## config.mk

```make
export PLATFORM = sky130hd
export DESIGN_NAME = septet_packing_write_framer
export DESIGN_NICKNAME = d
export VERILOG_FILES = /design/src/rtl/core/spwf_pkg.sv /design/src/rtl/core/spwf_front.sv /design/src/rtl/core/spwf_queue.sv /design/src/rtl/core/spwf_back.sv /design/src/rtl/core/septet_packing_write_framer.sv
export SDC_FILE = /design/constraint.sdc
export NUM_CORES = 1
export LEC_CHECK = 0
export BUFFER_PORTS_ARGS = -buffer_cell sky130_fd_sc_hd__buf_2
export CAP_MARGIN = 15
export CORE_ASPECT_RATIO = 0.75
export CORE_UTILIZATION = 25
export CTS_BUF_LIST = sky130_fd_sc_hd__clkbuf_4
export CTS_CLUSTER_DIAMETER = 150
export CTS_CLUSTER_SIZE = 40
export DETAILED_ROUTE_END_ITERATION = 10
export HOLD_SLACK_MARGIN = 0.15
export PLACE_DENSITY = 0.39
export SLEW_MARGIN = 10
export SYNTH_ARGS = -nofsm -noshare
export SYNTH_HDL_FRONTEND = slang
export SYNTH_SLANG_ARGS = --single-unit
```

## constraint.sdc

```tcl
create_clock -name clk -period 4.6 [get_ports clk]
set_input_delay 0.23 -clock clk [delete_from_list [all_inputs] [get_ports clk]]
set_output_delay 0.23 -clock clk [all_outputs]
set_load 0.01 [all_outputs]
```

## src/rtl/core/spwf_pkg.sv

```systemverilog
// Shared types and constants of the septet packing write framer.
// Used by spwf_front, spwf_queue, spwf_back and septet_packing_write_framer.
`default_nettype none

package spwf_pkg;

	localparam int STEP_W = 5;

	// Framing bytes
	localparam logic [7:0] SOX_BYTE = 8'hf0;
	localparam logic [7:0] EOX_BYTE = 8'hf7;
	localparam logic [7:0] MFR_0    = 8'h00;
	localparam logic [7:0] MFR_1    = 8'h22;
	localparam logic [7:0] MFR_2    = 8'h15;

	// Configuration register indexes
	localparam logic [1:0] CFG_DEVICE  = 2'd0;
	localparam logic [1:0] CFG_TARGET  = 2'd1;
	localparam logic [1:0] CFG_COMMAND = 2'd2;

	// Emission steps of the back end, in message order
	localparam logic [STEP_W-1:0] STEP_SOX  = 5'd0;
	localparam logic [STEP_W-1:0] STEP_MFR0 = 5'd1;
	localparam logic [STEP_W-1:0] STEP_MFR1 = 5'd2;
	localparam logic [STEP_W-1:0] STEP_MFR2 = 5'd3;
	localparam logic [STEP_W-1:0] STEP_TGT  = 5'd4;
	localparam logic [STEP_W-1:0] STEP_DEV  = 5'd5;
	localparam logic [STEP_W-1:0] STEP_CMD  = 5'd6;
	localparam logic [STEP_W-1:0] STEP_ADR0 = 5'd7;
	localparam logic [STEP_W-1:0] STEP_ADR1 = 5'd8;
	localparam logic [STEP_W-1:0] STEP_ADR2 = 5'd9;
	localparam logic [STEP_W-1:0] STEP_ADR3 = 5'd10;
	localparam logic [STEP_W-1:0] STEP_LEN0 = 5'd11;
	localparam logic [STEP_W-1:0] STEP_LEN1 = 5'd12;
	localparam logic [STEP_W-1:0] STEP_LEN2 = 5'd13;
	localparam logic [STEP_W-1:0] STEP_LEN3 = 5'd14;
	localparam logic [STEP_W-1:0] STEP_SEP0 = 5'd15;
	localparam logic [STEP_W-1:0] STEP_SEP1 = 5'd16;
	localparam logic [STEP_W-1:0] STEP_REM  = 5'd17;
	localparam logic [STEP_W-1:0] STEP_CHK  = 5'd18;
	localparam logic [STEP_W-1:0] STEP_EOX  = 5'd19;

	typedef struct packed {
		logic [6:0] device_number;
		logic [7:0] target_code;
		logic [6:0] command_code;
	} cfg_t;

	// One classified word, as queued between front and back
	typedef struct packed {
		logic        first;
		logic        last;
		logic        two_septets;
		logic        rem_valid;
		logic [27:0] addr16;
		logic [27:0] len16;
		logic [6:0]  sep0;
		logic [6:0]  sep1;
		logic [6:0]  rem;
	} entry_t;

endpackage

`default_nettype wire

```

## src/rtl/core/spwf_front.sv

```systemverilog
// Front end: accepts input words, repacks data bits into septets.
// Depends on spwf_pkg; feeds spwf_queue.
`default_nettype none

module spwf_front (
	input  wire logic            clk,
	input  wire logic            arst_n,
	input  wire logic            in_valid,
	output logic                 in_ready,
	input  wire logic [7:0]      data_byte,
	input  wire logic            first_of_message,
	input  wire logic            last_of_message,
	input  wire logic [31:0]     start_address,
	input  wire logic [31:0]     byte_count,
	input  wire logic            q_full,
	output logic                 push,
	output spwf_pkg::entry_t     push_entry
);
	import spwf_pkg::*;

	logic [5:0]  lb_q;
	logic [2:0]  lc_q;
	logic [5:0]  lb_eff;
	logic [2:0]  lc_eff;
	logic [13:0] acc;
	logic [2:0]  shamt;
	logic        two;
	logic [2:0]  new_lc;
	logic [5:0]  new_bits;

	assign in_ready = !q_full;
	assign push     = in_valid && !q_full;

	always_comb begin
		// first word of a message drops any stale leftover
		lb_eff   = first_of_message ? 6'd0 : lb_q;
		lc_eff   = first_of_message ? 3'd0 : lc_q;
		acc      = {lb_eff, data_byte};
		shamt    = lc_eff + 3'd1;
		two      = (lc_eff == 3'd6);
		new_lc   = two ? 3'd0 : shamt;
		new_bits = acc[5:0] & 6'((7'd1 << new_lc) - 7'd1);

		push_entry.first       = first_of_message;
		push_entry.last        = last_of_message;
		push_entry.two_septets = two;
		push_entry.rem_valid   = (new_lc != 3'd0);
		push_entry.addr16      = start_address[31:4];
		push_entry.len16       = byte_count[31:4];
		push_entry.sep0        = 7'(acc >> shamt);
		push_entry.sep1        = acc[6:0];
		push_entry.rem         = 7'({1'b0, new_bits} << (3'd7 - new_lc));
	end

	always_ff @(posedge clk or negedge arst_n) begin
		if (!arst_n) begin
			lb_q <= 6'd0;
			lc_q <= 3'd0;
		end else if (push) begin
			if (last_of_message) begin
				lb_q <= 6'd0;
				lc_q <= 3'd0;
			end else begin
				lb_q <= new_bits;
				lc_q <= new_lc;
			end
		end
	end

endmodule

`default_nettype wire

```

## src/rtl/core/spwf_queue.sv

```systemverilog
// Short FIFO of classified words between front and back end.
// Depends on spwf_pkg for the entry type.
`default_nettype none

module spwf_queue #(
	parameter int Depth = 4
) (
	input  wire logic             clk,
	input  wire logic             arst_n,
	input  wire logic             push,
	input  wire spwf_pkg::entry_t push_entry,
	output logic                  full,
	input  wire logic             pop,
	output spwf_pkg::entry_t      head,
	output logic                  not_empty
);
	import spwf_pkg::*;

	localparam int PtrW = (Depth > 1) ? $clog2(Depth) : 1;
	localparam int CntW = $clog2(Depth + 1);

	entry_t            mem_q [Depth];
	logic [PtrW-1:0]   wr_ptr_q;
	logic [PtrW-1:0]   rd_ptr_q;
	logic [CntW-1:0]   count_q;

	assign full      = (count_q == CntW'(Depth));
	assign not_empty = (count_q != '0);
	assign head      = mem_q[rd_ptr_q];

	always_ff @(posedge clk) begin
		if (push) begin
			mem_q[wr_ptr_q] <= push_entry;
		end
	end

	always_ff @(posedge clk or negedge arst_n) begin
		if (!arst_n) begin
			wr_ptr_q <= '0;
			rd_ptr_q <= '0;
			count_q  <= '0;
		end else begin
			if (push) begin
				wr_ptr_q <= (wr_ptr_q == PtrW'(Depth - 1)) ? '0 : wr_ptr_q + 1'b1;
			end
			if (pop) begin
				rd_ptr_q <= (rd_ptr_q == PtrW'(Depth - 1)) ? '0 : rd_ptr_q + 1'b1;
			end
			if (push && !pop) begin
				count_q <= count_q + 1'b1;
			end else if (pop && !push) begin
				count_q <= count_q - 1'b1;
			end
		end
	end

endmodule

`default_nettype wire

```

## src/rtl/core/spwf_back.sv

```systemverilog
// Back end: walks the emission steps of the queue head, keeps the checksum,
// drives the registered output word. Depends on spwf_pkg.
`default_nettype none

module spwf_back (
	input  wire logic             clk,
	input  wire logic             arst_n,
	input  wire spwf_pkg::entry_t head,
	input  wire logic             head_valid,
	output logic                  pop,
	input  wire spwf_pkg::cfg_t   cfg,
	output logic                  out_valid,
	input  wire logic             out_ready,
	output logic [7:0]            out_byte,
	output logic                  last_of_run,
	output logic                  end_of_message
);
	import spwf_pkg::*;

	logic              started_q;
	logic [STEP_W-1:0] step_q;
	logic [6:0]        sum_q;
	logic              out_valid_q;
	logic [7:0]        out_byte_q;
	logic              last_q;
	logic              eom_q;

	logic [STEP_W-1:0] cur_step;
	logic [STEP_W-1:0] nxt_step;
	logic              done;
	logic              adv;
	logic              counted;
	logic [7:0]        byte_d;
	logic [STEP_W-1:0] tail_step;

	assign cur_step  = started_q ? step_q : (head.first ? STEP_SOX : STEP_SEP0);
	assign adv       = head_valid && (!out_valid_q || out_ready);
	assign pop       = adv && done;
	assign tail_step = head.rem_valid ? STEP_REM : STEP_CHK;
	assign counted   = cur_step inside {[STEP_ADR0:STEP_REM]};

	always_comb begin
		done     = 1'b0;
		nxt_step = cur_step + 1'b1;
		case (cur_step)
			STEP_SEP0: begin
				if (head.two_septets) begin
					nxt_step = STEP_SEP1;
				end else if (head.last) begin
					nxt_step = tail_step;
				end else begin
					done = 1'b1;
				end
			end
			STEP_SEP1: begin
				if (head.last) begin
					nxt_step = tail_step;
				end else begin
					done = 1'b1;
				end
			end
			STEP_EOX: done = 1'b1;
			default: ;
		endcase
	end

	always_comb begin
		case (cur_step)
			STEP_SOX:  byte_d = SOX_BYTE;
			STEP_MFR0: byte_d = MFR_0;
			STEP_MFR1: byte_d = MFR_1;
			STEP_MFR2: byte_d = MFR_2;
			STEP_TGT:  byte_d = cfg.target_code;
			STEP_DEV:  byte_d = {1'b0, cfg.device_number};
			STEP_CMD:  byte_d = {1'b0, cfg.command_code};
			STEP_ADR0: byte_d = {1'b0, head.addr16[27:21]};
			STEP_ADR1: byte_d = {1'b0, head.addr16[20:14]};
			STEP_ADR2: byte_d = {1'b0, head.addr16[13:7]};
			STEP_ADR3: byte_d = {1'b0, head.addr16[6:0]};
			STEP_LEN0: byte_d = {1'b0, head.len16[27:21]};
			STEP_LEN1: byte_d = {1'b0, head.len16[20:14]};
			STEP_LEN2: byte_d = {1'b0, head.len16[13:7]};
			STEP_LEN3: byte_d = {1'b0, head.len16[6:0]};
			STEP_SEP0: byte_d = {1'b0, head.sep0};
			STEP_SEP1: byte_d = {1'b0, head.sep1};
			STEP_REM:  byte_d = {1'b0, head.rem};
			STEP_CHK:  byte_d = {1'b0, 7'd0 - sum_q};
			STEP_EOX:  byte_d = EOX_BYTE;
			default:   byte_d = EOX_BYTE;
		endcase
	end

	always_ff @(posedge clk or negedge arst_n) begin
		if (!arst_n) begin
			started_q   <= 1'b0;
			step_q      <= STEP_SOX;
			sum_q       <= 7'd0;
			out_valid_q <= 1'b0;
		end else begin
			if (adv) begin
				out_valid_q <= 1'b1;
				started_q   <= !done;
				step_q      <= nxt_step;
				// header start and closing byte both restart the checksum
				if (cur_step == STEP_SOX || cur_step == STEP_EOX) begin
					sum_q <= 7'd0;
				end else if (counted) begin
					sum_q <= sum_q + byte_d[6:0];
				end
			end else if (out_ready) begin
				out_valid_q <= 1'b0;
			end
		end
	end

	always_ff @(posedge clk) begin
		if (adv) begin
			out_byte_q <= byte_d;
			last_q     <= done;
			eom_q      <= (cur_step == STEP_EOX);
		end
	end

	assign out_valid      = out_valid_q;
	assign out_byte       = out_byte_q;
	assign last_of_run    = last_q;
	assign end_of_message = eom_q;

	a_eom_ends_run: assert property (@(posedge clk) disable iff (!arst_n)
		out_valid && end_of_message |-> last_of_run && out_byte == EOX_BYTE)
		else $error("closing byte without end of run");

	a_started_has_head: assert property (@(posedge clk) disable iff (!arst_n)
		started_q |-> head_valid)
		else $error("step sequence running with empty queue");

	a_sum_cleared: assert property (@(posedge clk) disable iff (!arst_n)
		adv && cur_step == STEP_EOX |=> sum_q == 7'd0)
		else $error("checksum not cleared after closing byte");

	a_pop_on_last: assert property (@(posedge clk) disable iff (!arst_n)
		pop |=> out_valid && last_of_run)
		else $error("queue popped without last word of run");

endmodule

`default_nettype wire

```

## src/rtl/core/septet_packing_write_framer.sv

```systemverilog
// Top level of the septet packing write framer: configuration registers,
// front end, word queue and back end. Depends on spwf_pkg.
//
//   channel   signals                                   direction
//   input     in_valid/in_ready, data_byte .. byte_count  in
//   output    out_valid/out_ready, out_byte, flags        out
//   config    cfg_write, cfg_index, cfg_data              in (write only)
//
// One output word leaves per cycle while the queue holds a word and out_ready
// does not stall it; an input word yields 1 to 19 of them: 1 or 2 for a
// plain data byte, 19 for a one-byte message with header, remainder, checksum
// and end byte. The back end's single output register sets that rate.
// Reset clears leftover bits, checksum, queue and output valid; no clearing pass.
// Input stalls only when the queue is full; output stalls hold the queue head.
`default_nettype none

module septet_packing_write_framer #(
	parameter int QueueDepth = 4
) (
	input  wire logic        clk,
	input  wire logic        arst_n,
	input  wire logic        cfg_write,
	input  wire logic [1:0]  cfg_index,
	input  wire logic [7:0]  cfg_data,
	input  wire logic        in_valid,
	output logic             in_ready,
	input  wire logic [7:0]  data_byte,
	input  wire logic        first_of_message,
	input  wire logic        last_of_message,
	input  wire logic [31:0] start_address,
	input  wire logic [31:0] byte_count,
	output logic             out_valid,
	input  wire logic        out_ready,
	output logic [7:0]       out_byte,
	output logic             last_of_run,
	output logic             end_of_message
);
	import spwf_pkg::*;

	cfg_t   cfg_q;
	logic   q_full;
	logic   push;
	entry_t push_entry;
	logic   pop;
	entry_t head;
	logic   head_valid;

	always_ff @(posedge clk or negedge arst_n) begin
		if (!arst_n) begin
			cfg_q <= '0;
		end else if (cfg_write) begin
			case (cfg_index)
				CFG_DEVICE:  cfg_q.device_number <= cfg_data[6:0];
				CFG_TARGET:  cfg_q.target_code   <= cfg_data;
				CFG_COMMAND: cfg_q.command_code  <= cfg_data[6:0];
				default: ;
			endcase
		end
	end

	spwf_front u_front (
		.clk              (clk),
		.arst_n           (arst_n),
		.in_valid         (in_valid),
		.in_ready         (in_ready),
		.data_byte        (data_byte),
		.first_of_message (first_of_message),
		.last_of_message  (last_of_message),
		.start_address    (start_address),
		.byte_count       (byte_count),
		.q_full           (q_full),
		.push             (push),
		.push_entry       (push_entry)
	);

	spwf_queue #(
		.Depth (QueueDepth)
	) u_queue (
		.clk        (clk),
		.arst_n     (arst_n),
		.push       (push),
		.push_entry (push_entry),
		.full       (q_full),
		.pop        (pop),
		.head       (head),
		.not_empty  (head_valid)
	);

	spwf_back u_back (
		.clk            (clk),
		.arst_n         (arst_n),
		.head           (head),
		.head_valid     (head_valid),
		.pop            (pop),
		.cfg            (cfg_q),
		.out_valid      (out_valid),
		.out_ready      (out_ready),
		.out_byte       (out_byte),
		.last_of_run    (last_of_run),
		.end_of_message (end_of_message)
	);

endmodule

`default_nettype wire

```

---- Word level (Yosys, flattened, before mapping) ----
Memory sizes are Yosys's and may differ from the RTL's.
Cells that the tools add are included.
storage, ports and cells
  word-level logic and storage cells ...... 106
  memories kept ........................... 1
  RAM bits ................................ 324
  output and inout bits ................... 12
  flip-flop bits (word level) ............. 62
memories
  memory         depth  bits a word  rd ports  clocked after memory_dff  wr ports  RTL line          text
  u_queue.mem_q  4      81           1         0                         1         spwf_queue.sv:22  entry_t mem_q [Depth];
operators by class
  reduce and logical (&&, ||, !) cells .... 24
  shift operators ......................... 3
  multiplexer cells ....................... 25
  magnitude comparators ................... 2
  bitwise gates (word level) .............. 1
  add/sub/neg operators ................... 10
  equality and inequality tests ........... 25
operators with widths
  kind                                                               number
  8-bit case mux with 19 select lines                                1
  5-bit by 4-bit == test with 1-bit output, second input constant    8
  5-bit by 3-bit == test with 1-bit output, second input constant    4
  5-bit == test, second input constant                               4
  3-bit 2-to-1 mux                                                   5
  5-bit 2-to-1 mux                                                   3
  7-bit 2-to-1 mux                                                   2
  14-bit by 3-bit right shift with 7-bit output                      1
  6-bit 2-to-1 mux                                                   2
  5-bit by 2-bit == test with 1-bit output, second input constant    2
  5-bit case mux with 2 select lines                                 1
  2-bit AND reduction                                                4
  7-bit adder                                                        1
  6-bit by 3-bit left shift with 7-bit output                        1
  1-bit by 7-bit subtractor with 7-bit output, first input constant  1
  3-bit by 1-bit adder with 3-bit output, second input constant      2
  6-bit AND                                                          1
  2-bit == test, second input constant                               3
  3-bit == test, second input constant                               2
  1-bit logical AND                                                  6
  1-bit 2-to-1 mux                                                   6
  2-bit 2-to-1 mux                                                   3
  2-bit nonzero test                                                 3
  3-bit nonzero test                                                 2
  16 further kinds                                                   22

---- Depth between registers and ports, before layout ----
Gate-level depths: netlist of the first run.
An unclocked memory read counts as a cell.
  word-level depth ........................ 9
  mapped depth ............................ 24

---- Hierarchy ----
Synthesis of the first run repeated with hierarchy kept, for this count alone.
unflattened totals
  cell total of the unflattened synthesis .. 1029
  area, all modules ....................... 17165.2 um^2
by module, submodules not included
  module                       area each (um^2)  seq. area each (um^2)  cells each  times used
  spwf_queue                   12109.1           9904.5                 460         1
  spwf_back                    2498.6            650.6                  290         1
  spwf_front                   1717.9            225.2                  232         1
  septet_packing_write_framer  839.6             550.5                  47          1

---- Worst setup path after synthesis of the first run ----
No wires, ideal clock.
  path kind ............................... reg-to-reg
  from .................................... register u_queue.rd_ptr_q[0]
  to ...................................... register u_back.sum_q[6]
  stages on the path, launching flop included .. 25
  setup time .............................. 0.095 ns
  slack ................................... -0.485 ns
  data arrival time ....................... 4.990 ns
  period minus slack after synthesis ...... 5.085 ns
  path through ............................ dfrtp_1 > buf_6 > mux4_2 > nand2_1 > o21ai_0 > inv_1 > ha_1 > buf_2 > buf_2 > a21boi_0 > ha_1 > clkbuf_1 > a21oi_1 > o211ai_1 > or3_1 > a21boi_0 > nand4_1 > ha_1 > fa_1 > a21oi_1 > o21bai_1 > a2111oi_0 > a311oi_1 > and4_1 > o32ai_2
between the ends
  word-level cells in the longest chain between the ends .. 8
  elaborated cells between the ends (all ways) .. 33
  classes of those cells .................. 1 x add/sub; 2 x order compare; 19 x eq/ne; 5 x mux; 5 x reduce/logical; 1 x memory
RTL lines
  element                                      RTL line          text
  start: declaration                           spwf_queue.sv:24  logic [PtrW-1:0] rd_ptr_q;
  start signal: assignment                     spwf_queue.sv:47  rd_ptr_q <= (rd_ptr_q == PtrW'(Depth - 1)) ? '0 : rd_ptr_q + 1'b1;
  memory read 4 x 81 bit *                     --
  4-bit 2-to-1 mux                             spwf_back.sv:36   assign cur_step = started_q ? step_q : (head.first ? STEP_SOX : STEP_SEP0);
  5-bit 2-to-1 mux                             spwf_back.sv:36
  5-bit == test, or another cell as far along  spwf_back.sv:68   case (cur_step)
  8-bit case mux with 19 select lines *        spwf_back.sv:68
  net u_back.byte_d[0]                         spwf_back.sv:33   logic [7:0] byte_d;
  7-bit adder *                                spwf_back.sv:108  sum_q <= sum_q + byte_d[6:0];
  7-bit 2-to-1 mux *                           spwf_back.sv:107  end else if (counted) begin
  7-bit 2-to-1 mux *                           spwf_back.sv:105  if (cur_step == STEP_SOX || cur_step == STEP_EOX) begin
  end signal: assignment                       spwf_back.sv:108
  end: declaration                             spwf_back.sv:22   logic [6:0] sum_q;
The timed path passes the listed nets; every way through them passes the cells marked *. The select of a mux whose other input is x is not followed.
A chain may end at the register's enable or synchronous reset.

---- Worst setup path in the final report of the first run ----
Ends and elaborated chain as after synthesis.

==> results.ini, run 1 <==
[outcome]
status=completed

[layout]
nets=1354
area_growth_pct=22.2
drive_above_1_share=0.258
num-fill-cells=6479
multi_input_area_um2=4950
seq_area_um2=11300

[timing]
setup_tns_ns=0
report.final.slew_viol_count=0
worst_pin_slew_ns=1.15
setup_viol=0
max-slew-margin-rel=0.222
finalCritPeriodShare=0.964
fin_crit_ns=4.44
fmax_mhz=225
skew_ns=0.0708
hold_viol_final=0
rsz0062_at_grt=true

[drt]
vias_per_cell=4.50
wl_per_cell_um=21.1
ant_nets=0
drt_wl_total_mm=44.7
dr.pass1.iters=7
vias=9547
route.detailed.drc=0
drtIter0Drc=667

[synth]
avgSynthCellArea_um2=17.1
synth.top_cells.by_count=edfxtp_1, mux4_2, dfrtp_1
synthMuxAreaShare=0.143
synth_top_area_frac=0.606
synthAdderAreaFrac=0.0183
synth_edf_count=334
synthSimpleGateAreaFrac=0.0584
yosysUniqueCellTypes=78
netlist_instances=966
synth_top_family_by_area=multiplexers
synth-seq-area-share=0.684
synth_xor_area_frac=0.00846
synth_most_common_cell=edfxtp_1
yosysWarnings=0
yosys.area.top_type=edfxtp_1
synth_seq_cells=386
synth_ff_type=edfxtp_1
synth_nets=1078
async_flop_share=0.135
synthesis.area_um2=16600
synth_compound_area_frac=0.0636
synthTopCellsByArea=edfxtp_1, mux4_2, dfrtp_1

[place]
dpl.hpwl_mm=30.5
place.gp.congestion=0.793
port_buffers=92

[grt]
grt_pass1_wl_mm=66.3
overflow=0
grtUsageTotal=0.133
antenna_found_initial=3
grt_max_degree=73
grt_pass1_vias=9856

[cts]
cts_buffer_depth=3
cts_sinks=386
clk_latency_ns=0.84
cts_buffers=13
clk_pin_slew_ns=0.40
cts_tree=built
clockRootBuffer=clkbuf_4
htreeDepth=1

[worst_setup_path]
reg2reg_slack_ns=0.16
arrival_ns=5.21
critical_path.max_stage_delay_ns=0.54
r2r_start=u_queue.rd_ptr_q[0]$_DFFE_PN0P_
crit_top_cell=nor3_1
crit_path_start_kind=register
path_max_fanout=6
rr_worst_depth=18
cp-end-kind=register
required_ns=5.37
r2r_end=u_back.sum_q[6]$_DFFE_PN0P_
critical_path_class=reg -> reg
crit_chain=mux4_2 -> nand2_2 -> o21a_1 -> inv_2 -> ha_2 -> buf_6 -> and2_1 -> buf_4 -> a22oi_1 -> o211ai_1 -> nor3_1 -> nand3_1 -> ha_1 -> nor3_1 -> a21o_1 -> a311oi_2 -> and4_1 -> o32ai_2
crit_path_top_delay_cell=mux4_2

[die]
rows=81
io_pins=101
die_w_um=299
die-area_um2=67300
initial_core_util=0.253
die_h_um=225
core_area_um2=65400

[hold_path]
hold_start=byte_count[26]
min_to=u_queue.mem_q[1][43]$_DFFE_PP_
hp-class=in -> reg
holdPathStages=2

[power_and_ir_drop]
vdd_drop_max_v=0.000288
power.total_mw=12.0
power.leakage_nw=6.93
power_density_nw_per_um2=591

[flow_run]
drv_cap=0

## sequential cells by signal, indices dropped and copies added (netlist names)
register	cells
u_queue.mem_q	324
u_back.step_q	5
u_back.end_of_message	1
u_back.last_of_run	1
u_back.out_valid	1
u_queue.rd_ptr_q	2
u_back.out_byte	8
u_front.lb_q	6
cfg_q	22
u_queue.wr_ptr_q	2
u_back.started_q	1
u_back.sum_q	7
u_queue.count_q	3
u_front.lc_q	3
## layer usage
layer,up-vias,GRT usage,part of all wire
li1,4409,-,-
met1,4956,0.205,0.51
met2,156,0.203,0.45
met3,24,0.0167,0.032
met4,2,0.0145,0.011
met5,-,0,0.00029
## layout by cell type (no fill, tap or decap), drive strengths merged, types with 11 or more instances in the layout
cell type    instances
buf                158
nand2               51
a22oi               15
a21oi               27
clkbuf              20
mux2i               15
nand3               12
dfrtp               52
nor2                41
nor3                14
mux4                79
mux2                34
dlygate4sd3        153
inv                 30
nor2b               11
o21ai               23
nand2b              12
edfxtp             334
ha                  21
## worst max-delay path, delay by kind of cell, from the launching register on
family                   cells  cell delay [ns]
AO/OA/AOI/OAI                6             1.35
multiplexers                 1             0.54
adder cells (fa/ha/maj)      2             0.57
buffers and inverters        3             0.37
AND/OR/NAND/NOR              6             1.08
flip-flops                   1             0.50
## final cells by class
cell class,instances,share of cell area
Inverter,30,0.00557
Sequential cell,386,0.560
Tap cell,871,0.0539
Multi-Input combinational cell,500,0.245
Antenna cell,2,0.000247
Clock inverter,1,0.000804
Timing Repair Buffer,311,0.127
Clock buffer,20,0.00742
## metrics by stage
stage | util | worst slack, ns | area (um2) | cells | hold WS, ns
floorplan | - | 0.00478 | 16600 | 966 | -0.0656
global placement | 0.281 | -0.119 | 18400 | 1941 | 0.316
finish | 0.310 | 0.164 | 20200 | 2121 | 0.207
detailed placement | 0.281 | -0.104 | 18400 | 1941 | 0.319
global route | 0.310 | -0.0774 | 20200 | 2121 | 0.160
CTS | 0.308 | 0.0297 | 20100 | 2115 | 0.150
## kinds of logic after synthesis
family,after synthesis
compound gates,146
mux,128
buf+inv,80
flops,386
fa+ha+maj,23
xor+xnor,16
simple gates,187
## what timing repair did
action                                  CTS  global route
endpoints found under the setup margin    1             4
pin swaps                                 1            12
resized for setup                         6            21
hold endpoints to repair                486             2
hold buffers                            153             1
setup buffers                             0             3
## worst max-delay path by stage
| stage | depth (start not counted) | start | end |
|---|---|---|---|
| 2_1_floorplan | 24 | u_queue.rd_ptr_q[0]$_DFFE_PN0P_ | u_back.sum_q[6]$_DFFE_PN0P_ |
| 3_3_place_gp | 19 | u_queue.rd_ptr_q[0]$_DFFE_PN0P_ | u_back.sum_q[6]$_DFFE_PN0P_ |
| 3_5_place_dp | 19 | u_queue.rd_ptr_q[0]$_DFFE_PN0P_ | u_back.sum_q[6]$_DFFE_PN0P_ |
| 4_1_cts | 20 | u_queue.rd_ptr_q[0]$_DFFE_PN0P_ | u_back.sum_q[6]$_DFFE_PN0P_ |
| 5_1_grt | 19 | u_queue.rd_ptr_q[0]$_DFFE_PN0P_ | u_back.sum_q[6]$_DFFE_PN0P_ |
| 6_report | 18 | u_queue.rd_ptr_q[0]$_DFFE_PN0P_ | u_back.sum_q[6]$_DFFE_PN0P_ |
## report_power, final
part           switching [mW]  total, mW  internal, mW
Clock                   0.993       1.20         0.205
Sequential              0.297       5.00          4.70
Combinational            3.15       5.75          2.60
(Power assumes the default switching activity.)
==> run 2: changes to the inputs <==
--- a/config.mk
+++ b/config.mk
@@ -5,9 +5,9 @@
 export SDC_FILE = /design/constraint.sdc
 export NUM_CORES = 1
 export LEC_CHECK = 0
+export ABC_AREA = 1
 export BUFFER_PORTS_ARGS = -buffer_cell sky130_fd_sc_hd__buf_2
 export CAP_MARGIN = 15
-export CORE_ASPECT_RATIO = 0.75
 export CORE_UTILIZATION = 25
 export CTS_BUF_LIST = sky130_fd_sc_hd__clkbuf_4
 export CTS_CLUSTER_DIAMETER = 150
==> run 2 against run 1 <==
  * The flow now finishes with violations (DRC)
  * Worst hold slack worse by 0.0096 ns
  * Largest cell class unchanged
  * Critical path depth rose by 9
  * Utilization is 0.20 points lower
  * Worst setup slack improved by 0.15 ns
  * Sequential cell count stayed put
  * Global-route usage up 0.92 points
  * Sequential share of layout area fell by 0.27 points
  * Routed wire length is 8.5% higher
  * Synthesized area up 1.3%
  * Design area up 0.46%
  * Sequential power hardly changed
  * Clock-buffer cell count unchanged
==> results.ini, run 2 <==
[timing]
finalCritPeriodShare=0.931  ; -0.0331
worst_pin_slew_ns=0.838  ; -0.313 ns
setup_viol=0  ; unchanged
fin_crit_ns=4.28  ; -0.152 ns
report.final.slew_viol_count=0  ; unchanged
fmax_mhz=233  ; +3.6%
max-slew-margin-rel=0.442  ; +0.220
setup_tns_ns=0  ; unchanged
setup_ws_ns=0.316  ; +0.152 ns
whs_ns=0.198  ; -0.00964 ns
hold_viol_final=0  ; unchanged
skew_ns=0.0389  ; -0.0319 ns

[layout]
top_register=u_queue.mem_q
final_cell_mix=edfxtp_1, nor2_1, nand2_1, o21ai_0, dlygate4sd3_1
nets=1873  ; +38%
largest_reg_flops=324  ; unchanged
seq_area_um2=11300  ; about the same
instances_no_fill=2633  ; +24%
area_growth_pct=21.1
drive_above_1_share=0.123  ; -0.135
multi_input_area_um2=4800  ; -3.0%
num-fill-cells=6873  ; +6.1%
final_common_cell=edfxtp_1
final_core_util=0.308  ; -0.00202
fin_area_um2=20300  ; +0.46%

[cts]
htreeDepth=1  ; unchanged
clk_latency_ns=0.85  ; about the same
clockRootBuffer=clkbuf_4
cts_sinks=386  ; unchanged
clk_pin_slew_ns=0.40  ; about the same
cts_tree=built
cts_buffer_depth=3  ; unchanged
cts_buffers=13  ; unchanged

[synth]
yosysWarnings=0  ; unchanged
async_flop_share=0.135  ; unchanged
synthesis.area_um2=16800  ; +1.3%
synth_most_common_cell=edfxtp_1
synth-seq-area-share=0.675  ; -0.00908
yosys.area.top_type=edfxtp_1
synth.top_cells.by_count=edfxtp_1, nor2_1, nand2_1
yosysUniqueCellTypes=48  ; -38%
synth_top_area_frac=0.598  ; -0.00804
synth_seq_cells=386  ; unchanged
synth_edf_count=334  ; unchanged
netlist_instances=1514  ; +57%
avgSynthCellArea_um2=11.1  ; -35%
synth_nets=1626  ; +51%
synth_ff_type=edfxtp_1
synthTopCellsByArea=edfxtp_1, dfrtp_1, o21ai_0

[drt]
ant_nets=0  ; unchanged
top_layer=met4
dr_wl_met3_mm=1.26  ; -11%
route.detailed.drc=11  ; +11
wl_met2_mm=23.3  ; +17%
vias=11800  ; +24%
vias_per_cell=4.48  ; -0.39%
wl_met1_mm=23.4  ; +2.3%
drtIter0Drc=828  ; +24%
dr.pass1.iters=8  ; +1
drt_wl_total_mm=48.5  ; +8.5%
wl_per_cell_um=18.4  ; -13%

[outcome]
status=complete, but fails checks
violations=DRC

[power_and_ir_drop]
p_comb_frac=0.475  ; -0.006
p_int_mw=6.77  ; -9.9%
switching_share=0.425  ; +0.0535
power_density_nw_per_um2=579  ; -1.9%
power.total_mw=11.8  ; -1.5%
power.leakage_nw=7.59  ; +9.5%
clkPwrFrac=0.103  ; +0.003
power.switching_mw=5.01  ; +13%
vdd_drop_max_v=0.000382  ; +33%
seqPwrFrac=0.423  ; +0.005

[flow_run]
drv_cap=0  ; unchanged

[die]
die_h_um=261  ; +16%
initial_core_util=0.254  ; +0.000574
io_pins=101  ; unchanged
core_area_um2=66100  ; +1.1%
die_w_um=261  ; -13%
die-area_um2=68200  ; +1.3%
rows=94  ; +16%

[hold_path]
hp-class=in -> reg
holdPathStages=2  ; unchanged
hold_start=last_of_message
min_to=u_queue.mem_q[3][79]$_DFFE_PP_

[grt]
grt_pass1_vias=11800  ; +19%
grtUsageTotal=0.142  ; +0.00919
grt_max_degree=103  ; +41%
overflow=0  ; unchanged
grt_pass1_wl_mm=73.8  ; +11%
antenna_found_initial=1  ; -2

[place]
dpl_cell_area_um2=18500  ; +0.41%
dpl.hpwl_mm=30.8  ; +1.0%
dp.cells=2448  ; +26%
place.gp.congestion=0.844  ; +6.5%
pre_cts_ws_ns=0.117  ; +0.222 ns
port_buffers=92  ; unchanged

[worst_setup_path]
crit_path_start_kind=register
critical_path.max_stage_delay_ns=0.60  ; +0.06 ns
path_max_fanout=5  ; -1
r2r_start=u_queue.rd_ptr_q[0]$_DFFE_PN0P_
rr_worst_depth=27  ; +9
reg2reg_slack_ns=0.32  ; +0.15 ns
required_ns=5.40  ; +0.03 ns
arrival_ns=5.09  ; -0.12 ns
crit_top_cell=nand2_1
critical_path_class=reg -> reg
cp-end-kind=register
crit_path_top_delay_cell=dfrtp_4
r2r_end=u_back.sum_q[6]$_DFFE_PN0P_

run 2: cell count changes in the layout (fill, tap and decap cells not counted), moves of 43 or more:
cell     delta
nor2_1    +196
o22ai_1    +55
inv_1      +79
nand3_1    +43
mux4_2     -65
nand2_1   +162
o21ai_0   +187
run 2: metal layers:
layer,vias to the layer above,GRT usage
met1,5843,0.199
met4,0,0.0212
met3,25,0.0114
li1,5788,-
met2,149,0.242
met5,-,0
run 2: repair_timing:
item                                   4_1_cts  5_1_grt
setup buffers                                0        2
gates resized for setup                      0       22
hold buffers                               160        0
endpoints found under the hold margin      414        0
setup endpoints to repair                    0        2
run 2: how the worst max path moves through the flow:
stage,from,endpoint,slack [ns]
after floorplan,u_queue.count_q[0]$_DFFE_PN0P_,u_queue.mem_q[0][0]$_DFFE_PP_,-0.19
after global placement,u_queue.rd_ptr_q[0]$_DFFE_PN0P_,u_back.sum_q[6]$_DFFE_PN0P_,0.17
after detailed placement,u_queue.rd_ptr_q[0]$_DFFE_PN0P_,u_back.sum_q[6]$_DFFE_PN0P_,0.12
after CTS,u_queue.rd_ptr_q[0]$_DFFE_PN0P_,u_back.sum_q[6]$_DFFE_PN0P_,0.08
after global routing,u_queue.rd_ptr_q[0]$_DFFE_PN0P_,u_back.sum_q[6]$_DFFE_PN0P_,-0.005
final,u_queue.rd_ptr_q[0]$_DFFE_PN0P_,u_back.sum_q[6]$_DFFE_PN0P_,0.32
run 2: critical path: cells and delay by family, from the launching register on:
kind / cells / cell delay, ns
AO/OA/AOI/OAI: 7 / 1.12
AND/OR/NAND/NOR: 11 / 0.94
adder cells (fa/ha/maj): 3 / 0.87
flip-flops: 1 / 0.60
buffers and inverters: 5 / 0.50
XOR/XNOR: 1 / 0.22
run 2: final cells by class:
cell class              count  share of cell area
flip-flops and latches    386               0.558
multi-input cells         947               0.236
repair buffers            297               0.123
well taps                 864              0.0532
inverters                 116              0.0215
clock buffers              20             0.00739
clock inverters             1            0.000800
diodes                      2            0.000246
run 2: power groups by stage:
stage	Combinational (mW)	Sequential (mW)	Clock (mW)
CTS	5.59	4.98	1.30
global route	6.29	5.05	1.38
detailed placement	5.47	5.07	0
global placement	5.45	5.06	0
finish	5.59	4.98	1.21
floorplan	3.44	5.06	0
run 2: kinds of logic after synthesis:
group           after synthesis  share of synthesized area
flops                       386                      0.675
buf+inv                     181                     0.0457
fa+ha+maj                    23                     0.0180
mux                           1                   0.000671
compound gates              352                      0.116
simple gates                562                      0.139
xor+xnor                      9                    0.00582
